File: config.mk
export PLATFORM = sky130hd
export DESIGN_NAME = duration_string_to_microseconds
export DESIGN_NICKNAME = d
export VERILOG_FILES = /design/src/rtl/dstu_pkg.sv /design/src/rtl/duration_string_to_microseconds.sv /design/src/rtl/dstu_front.sv /design/src/rtl/dstu_fifo.sv /design/src/rtl/dstu_back.sv
export SDC_FILE = /design/constraint.sdc
export NUM_CORES = 2
export LEC_CHECK = 0
export ABC_AREA = 1
export BUFFER_PORTS_ARGS = -buffer_cell sky130_fd_sc_hd__buf_2
export CORE_MARGIN = 3
export CORE_UTILIZATION = 57
export DETAILED_ROUTE_END_ITERATION = 7
export PLACE_DENSITY = 0.8
export SLEW_MARGIN = 20
export SYNTH_ARGS = -nofsm -noshare
export SYNTH_HDL_FRONTEND = slang
export SYNTH_HIERARCHICAL = 1
export SYNTH_SLANG_ARGS = --single-unit
File: constraint.sdc
create_clock -name i_clk -period 6.9 [get_ports i_clk]
set_input_delay 1.035 -clock i_clk [delete_from_list [all_inputs] [get_ports i_clk]]
set_output_delay 1.035 -clock i_clk [all_outputs]
set_load 0.02 [all_outputs]
File: src/rtl/dstu_pkg.sv
`timescale 1ns / 1ps
// shared types, character codes and unit scales for the duration parser
// no dependencies; imported by every module of the block
package dstu_pkg;

    // character codes
    localparam logic [7:0] CH_0  = 8'h30;
    localparam logic [7:0] CH_9  = 8'h39;
    localparam logic [7:0] CH_P  = 8'h50;
    localparam logic [7:0] CH_T  = 8'h54;
    localparam logic [7:0] CH_Y  = 8'h59;
    localparam logic [7:0] CH_UD = 8'h44;
    localparam logic [7:0] CH_UH = 8'h48;
    localparam logic [7:0] CH_UM = 8'h4D;
    localparam logic [7:0] CH_US = 8'h53;
    localparam logic [7:0] CH_UL = 8'h4C;
    localparam logic [7:0] CH_LD = 8'h64;
    localparam logic [7:0] CH_LH = 8'h68;
    localparam logic [7:0] CH_LM = 8'h6D;
    localparam logic [7:0] CH_LS = 8'h73;
    localparam logic [7:0] CH_LL = 8'h6C;

    localparam int DATA_W = 64;
    localparam int ARG_W  = 4;
    localparam int NUM_FIELDS = 6;
    localparam int FLD_W  = 3;

    // iso unit field slots
    localparam logic [ARG_W-1:0] FLD_YEARS   = 4'd0;
    localparam logic [ARG_W-1:0] FLD_MONTHS  = 4'd1;
    localparam logic [ARG_W-1:0] FLD_DAYS    = 4'd2;
    localparam logic [ARG_W-1:0] FLD_HOURS   = 4'd3;
    localparam logic [ARG_W-1:0] FLD_MINUTES = 4'd4;
    localparam logic [ARG_W-1:0] FLD_SECS    = 4'd5;

    // plain mode unit codes
    localparam logic [ARG_W-1:0] UNIT_DAY  = 4'd0;
    localparam logic [ARG_W-1:0] UNIT_HOUR = 4'd1;
    localparam logic [ARG_W-1:0] UNIT_MIN  = 4'd2;
    localparam logic [ARG_W-1:0] UNIT_SEC  = 4'd3;
    localparam logic [ARG_W-1:0] UNIT_MS   = 4'd4;

    // multiplier: 64-bit operand times a 48-bit constant, 16 bits a cycle
    localparam int CHUNK_W    = 16;
    localparam int MUL_CHUNKS = 3;
    localparam int K_W        = CHUNK_W * MUL_CHUNKS;
    localparam int CNT_W      = 2;
    localparam int SH_W       = 6;

    localparam logic [K_W-1:0] K_DAY_US  = 48'd86400000000;
    localparam logic [K_W-1:0] K_HOUR_US = 48'd3600000000;
    localparam logic [K_W-1:0] K_MIN_US  = 48'd60000000;
    localparam logic [K_W-1:0] K_SEC_US  = 48'd1000000;
    localparam logic [K_W-1:0] K_MS_US   = 48'd1000;
    localparam logic [K_W-1:0] K_YEAR_D  = 48'd365;
    localparam logic [K_W-1:0] K_MONTH_D = 48'd30;
    localparam logic [K_W-1:0] K_DAY_H   = 48'd24;
    localparam logic [K_W-1:0] K_HOUR_S  = 48'd3600;
    localparam logic [K_W-1:0] K_MIN_S   = 48'd60;

    // queue depth between front and back
    localparam int QDEPTH = 2;
    localparam int QAW    = 1;
    localparam int QCW    = 2;

    typedef enum logic [2:0] {
        OP_NONE,
        OP_DIGIT,
        OP_CLEAR,
        OP_STORE,
        OP_UNIT
    } t_op;

    typedef struct packed {
        t_op              op;
        logic [ARG_W-1:0] arg;
        logic             last;
        logic             iso;
    } t_item;

    typedef enum logic [1:0] {
        BS_IDLE,
        BS_SETUP,
        BS_MAC,
        BS_EMIT
    } t_bstate;

    // final iso conversion steps, each one multiply-accumulate
    typedef enum logic [2:0] {
        IS_YEARS,
        IS_MONTHS,
        IS_HOURS,
        IS_SECS,
        IS_MINUTES,
        IS_MICRO
    } t_iso_step;

    typedef struct packed {
        logic pop;
        logic emit;
        logic busy;
    } t_back_stat;

    function automatic logic [K_W-1:0] unit_scale(input logic [ARG_W-1:0] u);
        logic [K_W-1:0] k;
        unique case (u)
            UNIT_DAY:  k = K_DAY_US;
            UNIT_HOUR: k = K_HOUR_US;
            UNIT_MIN:  k = K_MIN_US;
            UNIT_SEC:  k = K_SEC_US;
            UNIT_MS:   k = K_MS_US;
            default:   k = '0;
        endcase
        return k;
    endfunction

endpackage

File: src/rtl/duration_string_to_microseconds.sv
`timescale 1ns / 1ps
// top level of the duration string parser: front, queue, back
// depends on dstu_pkg, dstu_front, dstu_fifo, dstu_back

// Reads a duration string one byte per request and, on the request marked
// tlast, returns the length in microseconds as a 64-bit two's complement value
// that wraps on overflow. A string whose first byte is 'P' is read as ISO 8601
// (Y, M, D, H, S store the number read so far, 'T' turns M into minutes, a year
// is 365 days and a month 30 days); any other string adds number times unit for
// d/h/m/s/l in either case. Unknown bytes are skipped; tuser set means the
// request carries no byte, which makes an empty string with tlast give zero.
// The front takes one byte per cycle while its two-entry queue has room. In
// the back a digit or an ISO unit letter is handled in the idle state; a plain
// unit letter goes through a 64 x 16 multiplier that works through the 48-bit
// unit scale in three chunks and then makes the last add, and the close of an
// ISO string runs six multiply-accumulate passes that fold the unit fields
// together. The result waits in an output register, so the back moves on to
// the next string while it is held.
module duration_string_to_microseconds (
    input  logic        i_clk,
    input  logic        i_rst_n,
    // input stream
    input  logic        i_s_axis_tvalid,
    output logic        o_s_axis_tready,
    input  logic [7:0]  i_s_axis_tdata,   // [7:0] char_code
    input  logic        i_s_axis_tlast,   // last
    input  logic        i_s_axis_tuser,   // [0] no_char
    // result stream
    output logic        o_m_axis_tvalid,
    input  logic        i_m_axis_tready,
    output logic signed [63:0] o_m_axis_tdata  // [63:0] duration_us
);
    import dstu_pkg::*;

    // front to queue
    logic       w_push;
    t_item      w_push_item;
    logic       w_full;
    // queue to back
    logic       w_q_valid;
    t_item      w_q_item;
    t_back_stat w_stat;

    dstu_front u_front (
        .i_clk     (i_clk),
        .i_rst_n   (i_rst_n),
        .i_valid   (i_s_axis_tvalid),
        .o_ready   (o_s_axis_tready),
        .i_char    (i_s_axis_tdata),
        .i_last    (i_s_axis_tlast),
        .i_no_char (i_s_axis_tuser),
        .o_push    (w_push),
        .o_item    (w_push_item),
        .i_full    (w_full)
    );

    // decouples byte intake from multi-cycle work in the back
    dstu_fifo u_fifo (
        .i_clk   (i_clk),
        .i_rst_n (i_rst_n),
        .i_push  (w_push),
        .i_item  (w_push_item),
        .o_full  (w_full),
        .i_pop   (w_stat.pop),
        .o_valid (w_q_valid),
        .o_item  (w_q_item)
    );

    dstu_back u_back (
        .i_clk       (i_clk),
        .i_rst_n     (i_rst_n),
        .i_valid     (w_q_valid),
        .i_item      (w_q_item),
        .o_stat      (w_stat),
        .o_out_valid (o_m_axis_tvalid),
        .i_out_ready (i_m_axis_tready),
        .o_out_data  (o_m_axis_tdata)
    );

    // the back only takes items the queue actually holds
    a_pop_has_item: assert property (@(posedge i_clk) disable iff (!i_rst_n)
        w_stat.pop |-> w_q_valid)
        else $error("back popped an empty queue");

    // the front never pushes into a full queue
    a_push_has_room: assert property (@(posedge i_clk) disable iff (!i_rst_n)
        w_push |-> !w_full)
        else $error("front pushed into a full queue");

    // a new result only appears after the back finished a string
    a_result_from_emit: assert property (@(posedge i_clk) disable iff (!i_rst_n)
        $rose(o_m_axis_tvalid) |-> $past(w_stat.emit))
        else $error("result valid without a finished string");

    // popping happens only while the back sits idle
    a_pop_when_idle: assert property (@(posedge i_clk) disable iff (!i_rst_n)
        w_stat.pop |-> !w_stat.busy)
        else $error("back popped while busy");

endmodule

File: src/rtl/dstu_front.sv
`timescale 1ns / 1ps
// front end: accepts string bytes, tracks mode and classifies each byte
// depends on dstu_pkg
module dstu_front (
    input  logic          i_clk,
    input  logic          i_rst_n,
    input  logic          i_valid,
    output logic          o_ready,
    input  logic [7:0]    i_char,
    input  logic          i_last,
    input  logic          i_no_char,
    output logic          o_push,
    output dstu_pkg::t_item o_item,
    input  logic          i_full
);
    import dstu_pkg::*;

    logic  r_start, r_iso, r_time;
    logic  n_start, n_iso, n_time;
    t_op   w_op;
    logic [ARG_W-1:0] w_arg;
    logic  w_acc;

    assign o_ready = !i_full;
    assign w_acc   = i_valid && !i_full;

    always_comb begin
        w_op    = OP_NONE;
        w_arg   = '0;
        n_start = r_start;
        n_iso   = r_iso;
        n_time  = r_time;
        if (!i_no_char) begin
            n_start = 1'b0;
            if (r_start && i_char == CH_P) begin
                n_iso = 1'b1;
            end else if (i_char >= CH_0 && i_char <= CH_9) begin
                w_op  = OP_DIGIT;
                w_arg = ARG_W'(i_char - CH_0);
            end else if (r_iso) begin
                unique case (i_char)
                    CH_T: begin
                        w_op   = OP_CLEAR;
                        n_time = 1'b1;
                    end
                    CH_Y: begin
                        w_op  = OP_STORE;
                        w_arg = FLD_YEARS;
                    end
                    CH_UM: begin
                        w_op  = OP_STORE;
                        w_arg = r_time ? FLD_MINUTES : FLD_MONTHS;
                    end
                    CH_UD: begin
                        w_op  = OP_STORE;
                        w_arg = FLD_DAYS;
                    end
                    CH_UH: begin
                        w_op  = OP_STORE;
                        w_arg = FLD_HOURS;
                    end
                    CH_US: begin
                        w_op  = OP_STORE;
                        w_arg = FLD_SECS;
                    end
                    default: w_op = OP_NONE;
                endcase
            end else begin
                unique case (i_char) inside
                    CH_LD, CH_UD: begin
                        w_op  = OP_UNIT;
                        w_arg = UNIT_DAY;
                    end
                    CH_LH, CH_UH: begin
                        w_op  = OP_UNIT;
                        w_arg = UNIT_HOUR;
                    end
                    CH_LM, CH_UM: begin
                        w_op  = OP_UNIT;
                        w_arg = UNIT_MIN;
                    end
                    CH_LS, CH_US: begin
                        w_op  = OP_UNIT;
                        w_arg = UNIT_SEC;
                    end
                    CH_LL, CH_UL: begin
                        w_op  = OP_UNIT;
                        w_arg = UNIT_MS;
                    end
                    default: w_op = OP_NONE;
                endcase
            end
        end
    end

    // bytes with no effect are dropped unless they close the string
    assign o_push      = w_acc && (i_last || w_op != OP_NONE);
    assign o_item.op   = w_op;
    assign o_item.arg  = w_arg;
    assign o_item.last = i_last;
    assign o_item.iso  = n_iso;

    always_ff @(posedge i_clk) begin
        if (!i_rst_n) begin
            r_start <= 1'b1;
            r_iso   <= 1'b0;
            r_time  <= 1'b0;
        end else if (w_acc) begin
            if (i_last) begin
                r_start <= 1'b1;
                r_iso   <= 1'b0;
                r_time  <= 1'b0;
            end else begin
                r_start <= n_start;
                r_iso   <= n_iso;
                r_time  <= n_time;
            end
        end
    end

endmodule

File: src/rtl/dstu_fifo.sv
`timescale 1ns / 1ps
// short queue of classified items between front and back
// depends on dstu_pkg
module dstu_fifo (
    input  logic            i_clk,
    input  logic            i_rst_n,
    input  logic            i_push,
    input  dstu_pkg::t_item i_item,
    output logic            o_full,
    input  logic            i_pop,
    output logic            o_valid,
    output dstu_pkg::t_item o_item
);
    import dstu_pkg::*;

    t_item            r_mem [QDEPTH];
    logic [QAW-1:0]   r_wr, r_rd;
    logic [QCW-1:0]   r_cnt;
    logic             w_push, w_pop;

    assign o_full  = r_cnt == QCW'(QDEPTH);
    assign o_valid = r_cnt != '0;
    assign o_item  = r_mem[r_rd];
    assign w_push  = i_push && !o_full;
    assign w_pop   = i_pop && o_valid;

    always_ff @(posedge i_clk) begin
        if (w_push) begin
            r_mem[r_wr] <= i_item;
        end
    end

    always_ff @(posedge i_clk) begin
        if (!i_rst_n) begin
            r_wr  <= '0;
            r_rd  <= '0;
            r_cnt <= '0;
        end else begin
            if (w_push) begin
                r_wr <= r_wr + 1'b1;
            end
            if (w_pop) begin
                r_rd <= r_rd + 1'b1;
            end
            r_cnt <= r_cnt + QCW'(w_push) - QCW'(w_pop);
        end
    end

endmodule

File: src/rtl/dstu_back.sv
`timescale 1ns / 1ps
// back end: number accumulator, unit fields, chunked multiply-accumulate,
// final conversion and output register; depends on dstu_pkg
module dstu_back (
    input  logic                        i_clk,
    input  logic                        i_rst_n,
    input  logic                        i_valid,
    input  dstu_pkg::t_item             i_item,
    output dstu_pkg::t_back_stat        o_stat,
    output logic                        o_out_valid,
    input  logic                        i_out_ready,
    output logic signed [dstu_pkg::DATA_W-1:0] o_out_data
);
    import dstu_pkg::*;

    t_bstate          r_state, n_state;
    logic [DATA_W-1:0] r_acc, n_acc;
    logic [DATA_W-1:0] r_fields [NUM_FIELDS];
    logic [DATA_W-1:0] n_fields [NUM_FIELDS];
    logic [DATA_W-1:0] r_total, n_total;
    logic [DATA_W-1:0] r_mul_a, n_mul_a;
    logic [K_W-1:0]    r_mul_k, n_mul_k;
    logic [CNT_W-1:0]  r_cnt, n_cnt;
    logic [DATA_W-1:0] r_prod, n_prod;
    logic              r_fin, n_fin;
    logic              r_iso_run, n_iso_run;
    t_iso_step         r_step, n_step;
    logic              r_out_valid, n_out_valid;
    logic [DATA_W-1:0] r_out_data, n_out_data;

    logic [CHUNK_W-1:0]        w_chunk;
    logic [DATA_W+CHUNK_W-1:0] w_full;
    logic [SH_W-1:0]           w_shamt;
    logic                      w_out_free;
    logic                      w_pop, w_emit;

    assign w_shamt    = {r_cnt, 4'b0000};
    assign w_chunk    = CHUNK_W'(r_mul_k >> w_shamt);
    assign w_full     = r_mul_a * w_chunk;
    assign w_out_free = !r_out_valid || i_out_ready;

    always_comb begin
        n_state     = r_state;
        n_acc       = r_acc;
        n_fields    = r_fields;
        n_total     = r_total;
        n_mul_a     = r_mul_a;
        n_mul_k     = r_mul_k;
        n_cnt       = r_cnt;
        n_prod      = r_prod;
        n_fin       = r_fin;
        n_iso_run   = r_iso_run;
        n_step      = r_step;
        n_out_valid = (r_out_valid && !i_out_ready);
        n_out_data  = r_out_data;
        w_pop       = 1'b0;
        w_emit      = 1'b0;

        unique case (r_state)
            BS_IDLE: begin
                if (i_valid) begin
                    w_pop = 1'b1;
                    n_fin = i_item.last;
                    unique case (i_item.op)
                        OP_DIGIT: n_acc = (r_acc << 3) + (r_acc << 1)
                                          + DATA_W'(i_item.arg);
                        OP_CLEAR: n_acc = '0;
                        OP_STORE: begin
                            n_fields[i_item.arg[FLD_W-1:0]] = r_acc;
                            n_acc = '0;
                        end
                        OP_UNIT: begin
                            n_mul_a = r_acc;
                            n_mul_k = unit_scale(i_item.arg);
                            n_cnt   = '0;
                            n_acc   = '0;
                        end
                        default: n_acc = r_acc;
                    endcase
                    if (i_item.op == OP_UNIT) begin
                        n_state = BS_MAC;
                    end else if (i_item.last) begin
                        if (i_item.iso) begin
                            n_iso_run = 1'b1;
                            n_step    = IS_YEARS;
                            n_state   = BS_SETUP;
                        end else begin
                            n_state = BS_EMIT;
                        end
                    end
                end
            end
            BS_SETUP: begin
                n_cnt   = '0;
                n_state = BS_MAC;
                unique case (r_step)
                    IS_YEARS: begin
                        n_total = r_fields[FLD_DAYS[FLD_W-1:0]];
                        n_mul_a = r_fields[FLD_YEARS[FLD_W-1:0]];
                        n_mul_k = K_YEAR_D;
                    end
                    IS_MONTHS: begin
                        n_mul_a = r_fields[FLD_MONTHS[FLD_W-1:0]];
                        n_mul_k = K_MONTH_D;
                    end
                    IS_HOURS: begin
                        n_total = r_fields[FLD_HOURS[FLD_W-1:0]];
                        n_mul_a = r_total;
                        n_mul_k = K_DAY_H;
                    end
                    IS_SECS: begin
                        n_total = r_fields[FLD_SECS[FLD_W-1:0]];
                        n_mul_a = r_total;
                        n_mul_k = K_HOUR_S;
                    end
                    IS_MINUTES: begin
                        n_mul_a = r_fields[FLD_MINUTES[FLD_W-1:0]];
                        n_mul_k = K_MIN_S;
                    end
                    IS_MICRO: begin
                        n_total = '0;
                        n_mul_a = r_total;
                        n_mul_k = K_SEC_US;
                    end
                    default: n_state = BS_EMIT;
                endcase
            end
            BS_MAC: begin
                // product of one chunk registered, added the cycle after
                if (r_cnt != CNT_W'(MUL_CHUNKS)) begin
                    n_prod = w_full[DATA_W-1:0] << w_shamt;
                end
                if (r_cnt != '0) begin
                    n_total = r_total + r_prod;
                end
                n_cnt = r_cnt + 1'b1;
                if (r_cnt == CNT_W'(MUL_CHUNKS)) begin
                    if (!r_fin) begin
                        n_state = BS_IDLE;
                    end else if (r_iso_run && r_step != IS_MICRO) begin
                        n_step  = t_iso_step'(r_step + 1'b1);
                        n_state = BS_SETUP;
                    end else begin
                        n_state = BS_EMIT;
                    end
                end
            end
            BS_EMIT: begin
                if (w_out_free) begin
                    w_emit      = 1'b1;
                    n_out_valid = 1'b1;
                    n_out_data  = r_total;
                    n_acc       = '0;
                    n_total     = '0;
                    n_fin       = 1'b0;
                    n_iso_run   = 1'b0;
                    for (int i = 0; i < NUM_FIELDS; i++) begin
                        n_fields[i] = '0;
                    end
                    n_state = BS_IDLE;
                end
            end
            default: n_state = BS_IDLE;
        endcase
    end

    always_ff @(posedge i_clk) begin
        if (!i_rst_n) begin
            r_state     <= BS_IDLE;
            r_acc       <= '0;
            r_total     <= '0;
            r_fin       <= 1'b0;
            r_iso_run   <= 1'b0;
            r_step      <= IS_YEARS;
            r_cnt       <= '0;
            r_out_valid <= 1'b0;
            for (int i = 0; i < NUM_FIELDS; i++) begin
                r_fields[i] <= '0;
            end
        end else begin
            r_state     <= n_state;
            r_acc       <= n_acc;
            r_total     <= n_total;
            r_fin       <= n_fin;
            r_iso_run   <= n_iso_run;
            r_step      <= n_step;
            r_cnt       <= n_cnt;
            r_out_valid <= n_out_valid;
            r_fields    <= n_fields;
        end
    end

    always_ff @(posedge i_clk) begin
        r_mul_a    <= n_mul_a;
        r_mul_k    <= n_mul_k;
        r_prod     <= n_prod;
        r_out_data <= n_out_data;
    end

    assign o_stat.pop  = w_pop;
    assign o_stat.emit = w_emit;
    assign o_stat.busy = r_state != BS_IDLE;
    assign o_out_valid = r_out_valid;
    assign o_out_data  = r_out_data;

endmodule

# Yosys cells after proc, flatten, opt, wreduce, memory -nomap -nowiden
# Memory sizes are Yosys's and may differ from the RTL's. A register that Yosys moved wholly into a read port is not among the register bits.
# Index checks and enable logic that the tools add are counted.
# totals
regBits	769
memories	1
ramBits	18
wordCells	229
# classes
magnitude_cmp	4
n_mux	84
n_reduce_logical	50
shift	2
eq_ne	52
n_bitwise	1
n_addsub	10
multipliers	1
# memory_table
name	words	word_bits	read_ports	rd_clocked_by_memory_dff	write_ports	line	source
u_fifo.r_mem	2	9	1	1	1	dstu_fifo.sv:16	t_item r_mem [QDEPTH];
# ops
op	n
384-bit 2-to-1 mux	3
384-bit one-hot mux with 2 select lines	1
64-bit one-hot mux with 4 select lines	2
384-bit bitwise mux	1
64-bit 2-to-1 mux	6
64-bit one-hot mux with 2 select lines	3
48-bit one-hot mux with 6 select lines	1
64-bit demux with 3-bit select	1
64-bit one-hot mux with 3 select lines	1
37-bit one-hot mux with 5 select lines	1
64-bit adder	2
8-bit by 7-bit equality test with 1-bit output, second input constant	13
48-bit 2-to-1 mux	2
48-bit one-hot mux with 2 select lines	1
64-bit by 4-bit adder with 64-bit output	1
64-bit by 16-bit multiplier with 64-bit output	1
64-bit by 6-bit << shifter with 64-bit output	1
48-bit by 6-bit >> shifter with 16-bit output	1
3-bit 2-to-1 mux	13
1-bit 2-to-1 mux	26
4-bit AND reduction	6
2-bit 2-to-1 mux	10
4-bit 2-to-1 mux	4
2-bit by 1-bit != test with 1-bit output, second input constant	8
other kinds (49)	95

# Depth between registers and ports, before layout
# logic_depth
ltp_word	13
mapped_depth	37

# Cells and area by module
# The synthesis kept the hierarchy.
# by_module_without_submodules
mod	area_per_inst_um2	n_inst	seq_area_each_um2	cells_per_inst
dstu_back	67463.5	1	16846.2	9221
dstu_fifo	954.7	1	640.6	66
dstu_front	540.5	1	60.1	109

# Worst setup path before layout
# No wires, ideal clock.
# synth_path
path_kind	reg2reg
from	reg u_back.r_cnt[1]
to	reg u_back.r_prod[44] (data pin)
n_path_buf	3
setup_ns	0.277
path_stages_with_launch	29
setup_slack_ns	0.393
t_arrival_ns	6.230
path_cell_list	dfxtp_1 -> inv_2 -> buf_6 -> buf_2 -> nand2_1 -> clkinv_1 -> clkbuf_1 -> nand2_1 -> fa_1 -> inv_1 -> fa_1 -> inv_1 -> fa_1 -> inv_1 -> fa_1 -> fa_1 -> inv_1 -> fa_1 -> inv_1 -> ha_1 -> a21oi_1 -> inv_1 -> a31oi_1 -> o21ai_0 -> a21oi_1 -> nand3_1 -> or2_2 -> nand3_1 -> o221ai_1
# synth_between
elab_chain_len	3
# synth_lines
item	line	source
start, declared	dstu_back.sv:23	logic [CNT_W-1:0] r_cnt, n_cnt;
start signal, assigned	dstu_back.sv:187	r_cnt <= n_cnt;
48-bit by 6-bit >> shifter with 16-bit output	dstu_back.sv:38	assign w_chunk = CHUNK_W'(r_mul_k >> w_shamt);
64-bit by 16-bit multiplier with 64-bit output	dstu_back.sv:39	assign w_full = r_mul_a * w_chunk;
64-bit by 6-bit << shifter with 64-bit output *	dstu_back.sv:131	n_prod = w_full[DATA_W-1:0] << w_shamt;
end signal, assigned	dstu_back.sv:196	r_prod <= n_prod;
end, declared	dstu_back.sv:24	logic [DATA_W-1:0] r_prod, n_prod;
# Mark *: on every way between the ends. The rest lies on a longest branch, timed or not.
# A chain may end at the register's enable or synchronous reset.

# Final worst setup path
# layout_path
from	reg u_back.r_cnt[0]
to	reg u_back.r_prod[50] (data pin)
# The elaborated chain is that of the path after synthesis.

==> results.ini <==
[detailed_routing]
wl_per_cell_um=24.4
met3_length_um=33500
drtIter0Drc=8962
drtPass1Iterations=8
antenna_left=0
route.detailed.drc=27
top_layer_used=met5
drt_wl_total_um=280000
wl_met2_um=121000
via_per_inst=6.03
drt-met1-wl_um=97300
vias=69100

[place]
post-place-ws_ns=-0.432
place_congestion=1.09
numPortBuffers=79
dp_hpwl_um=212000
dp.cells=11300

[hold_path]
hp-class=reg2reg

[setup_path]
path_common_cell=fa_1
endpoint_kind=register
cp_data_required_time_ns=7.31
worstSetupStartpointType=register
endpoint=u_back/r_prod[50]
arrival_ns=7.38
worstRegToRegCells=34
reg2reg_slack_ns=-0.07
r2r_start=u_back/r_cnt[0]
cpMaxStageDelayCell=fa_1
crit_type=reg2reg
cp_max_fo=8
r2r-end=u_back/r_prod[50]
crit_path_start=u_back/r_cnt[0]
slowest_delay_ns=0.64

[timing]
setup_viol=1
finalCritPeriodShare=1.01
hold_viol_final=0
layout_min_cycle_time_ns=6.97
holdWs_ns=0.464
skew_ns=0.0336
slew_headroom=0.163
worst_slack_ns=-0.0674
max_freq_mhz=144
maxSlewViolCount=0
rsz0062_at_grt=yes
max_slew.worst_pin.slew_ns=1.24

[finish]
multi_input_area_um2=46100
drive_above_1_share=0.136
n_fill_cell=10100
fin_cells=11500
synthToLayoutAreaGrowth_pct=16.3
final_core_util=0.673
nets=10900
seqCellArea_um2=17600

[grt]
grt_pass1_wl_um=408000
grt-ovfl-total=0
grt_pass1_vias=66500
grt_start_max_net_pins=235
antenna_found_initial=11
grt_usage=0.434

[synth]
yosysWarningCount=6
syn_area_per_cell_um2=7.34
syn-num-nets=10500
synthesis.instances=9395
synthesis.area_um2=69000

[cts]
cts_tree=done
htreeDepth=3
clk_latency_ns=0.69
holdBufCountCts=0
cts_sinks=761
path_clk_slew_ns=0.07
cts_made_buffers=76
clockRootBuffer=clkbuf_16
clock_path_buffers=3

[floorplan]
io_pins=80
dieArea_um2=125000
die_x_um=354
die_height_um=354
start_util=0.579
rows=126
core-area_um2=119000

[flow_run]
maxCapViolCount=0

[status]
outcome=complete, but fails checks
failed_checks=DRC, setup timing

## sequential cells by signal, indices dropped and copies added (netlist names), 2 cells and up, named ones only
name,cells
u_back/r_fields,384
u_back/o_out_data,64
u_back/r_acc,64
u_back/r_mul_a,64
u_back/r_prod,64
u_back/r_total,64
u_back/r_mul_k,21
u_fifo/r_mem,18
u_back/r_step,3
u_back/r_cnt,2
u_back/r_state,2
u_fifo/r_cnt,2
## stage by stage
| stage | TNS [ns] | area, um^2 |
|---|---|---|
| 3_5_place_dp | -6.05 | 74800 |
| 5_1_grt | -3.18 | 80100 |
| 2_1_floorplan | 0 | 69000 |
| 6_report | -0.0674 | 80200 |
| 3_3_place_gp | -2.66 | 74800 |
| 4_1_cts | 0 | 78200 |
## area by class of cell
| type | instances | share of cell area |
|---|---|---|
| Clock inverter | 53 | 0.00712 |
| Inverter | 1441 | 0.0677 |
| Antenna cell | 5 | 0.000156 |
| Timing Repair Buffer | 750 | 0.0804 |
| Clock buffer | 88 | 0.0249 |
| Tap cell | 1600 | 0.0250 |
| Multi-Input combinational cell | 6773 | 0.576 |
| Sequential cell | 761 | 0.219 |
## cell usage in the layout (no fill, tap or decap), types with 44 or more instances in the layout
| cell type | instances |
|---|---|
| nor2_1 | 684 |
| buf_2 | 79 |
| nand2_1 | 2639 |
| nand2_2 | 50 |
| a21oi_1 | 827 |
| nor2_2 | 63 |
| nand4_1 | 45 |
| edfxtp_1 | 231 |
| ha_1 | 249 |
| buf_4 | 573 |
| inv_1 | 1379 |
| inv_2 | 51 |
| a221oi_1 | 57 |
| buf_12 | 46 |
| nor3_1 | 44 |
| nand3_1 | 454 |
| clkbuf_16 | 83 |
| fa_1 | 724 |
| dfxtp_1 | 528 |
| o21ai_0 | 347 |
## worst max-delay path: cells and delay by family (launching register included)
kind	cells	cell delay, ns
compound gates	3	0.35
flops	1	0.37
buf+inv	14	1.47
simple gates	10	1.24
fa+ha+maj	7	3.25
## repair_timing
| item | CTS | global route |
|---|---|---|
| buffers inserted | 16 | 40 |
| resized for setup | 137 | 408 |
| pin swaps | 30 | 129 |
| cloned | 6 | 6 |
| setup endpoints to repair | 40 | 47 |
| endpoints found under the hold margin | 0 | 0 |
## worst min-delay path by stage
stage / slack (ns) / endpoint / depth (start not counted) / startpoint
detailed placement: 0.46 / u_back/r_fields[68] / 2 / u_back/r_fields[68]
floorplan: 0.44 / u_back/r_fields[192] / 2 / u_back/r_fields[192]
finish: 0.46 / u_back/r_fields[122] / 2 / u_back/r_fields[122]
global placement: 0.45 / u_back/r_fields[110] / 2 / u_back/r_fields[110]
global route: 0.48 / u_back/r_fields[94] / 2 / u_back/r_fields[94]
CTS: 0.46 / u_back/r_fields[261] / 2 / u_back/r_fields[261]
## per-layer routing
metal,up-vias,GRT usage
met4,4,0.339
met1,32700,0.529
met2,4763,0.664
met3,1271,0.103
met5,-,0
li1,30400,-
Power is not shown: default switching activity piles up to over one toggle a cycle in this logic, so the estimate is an artifact.
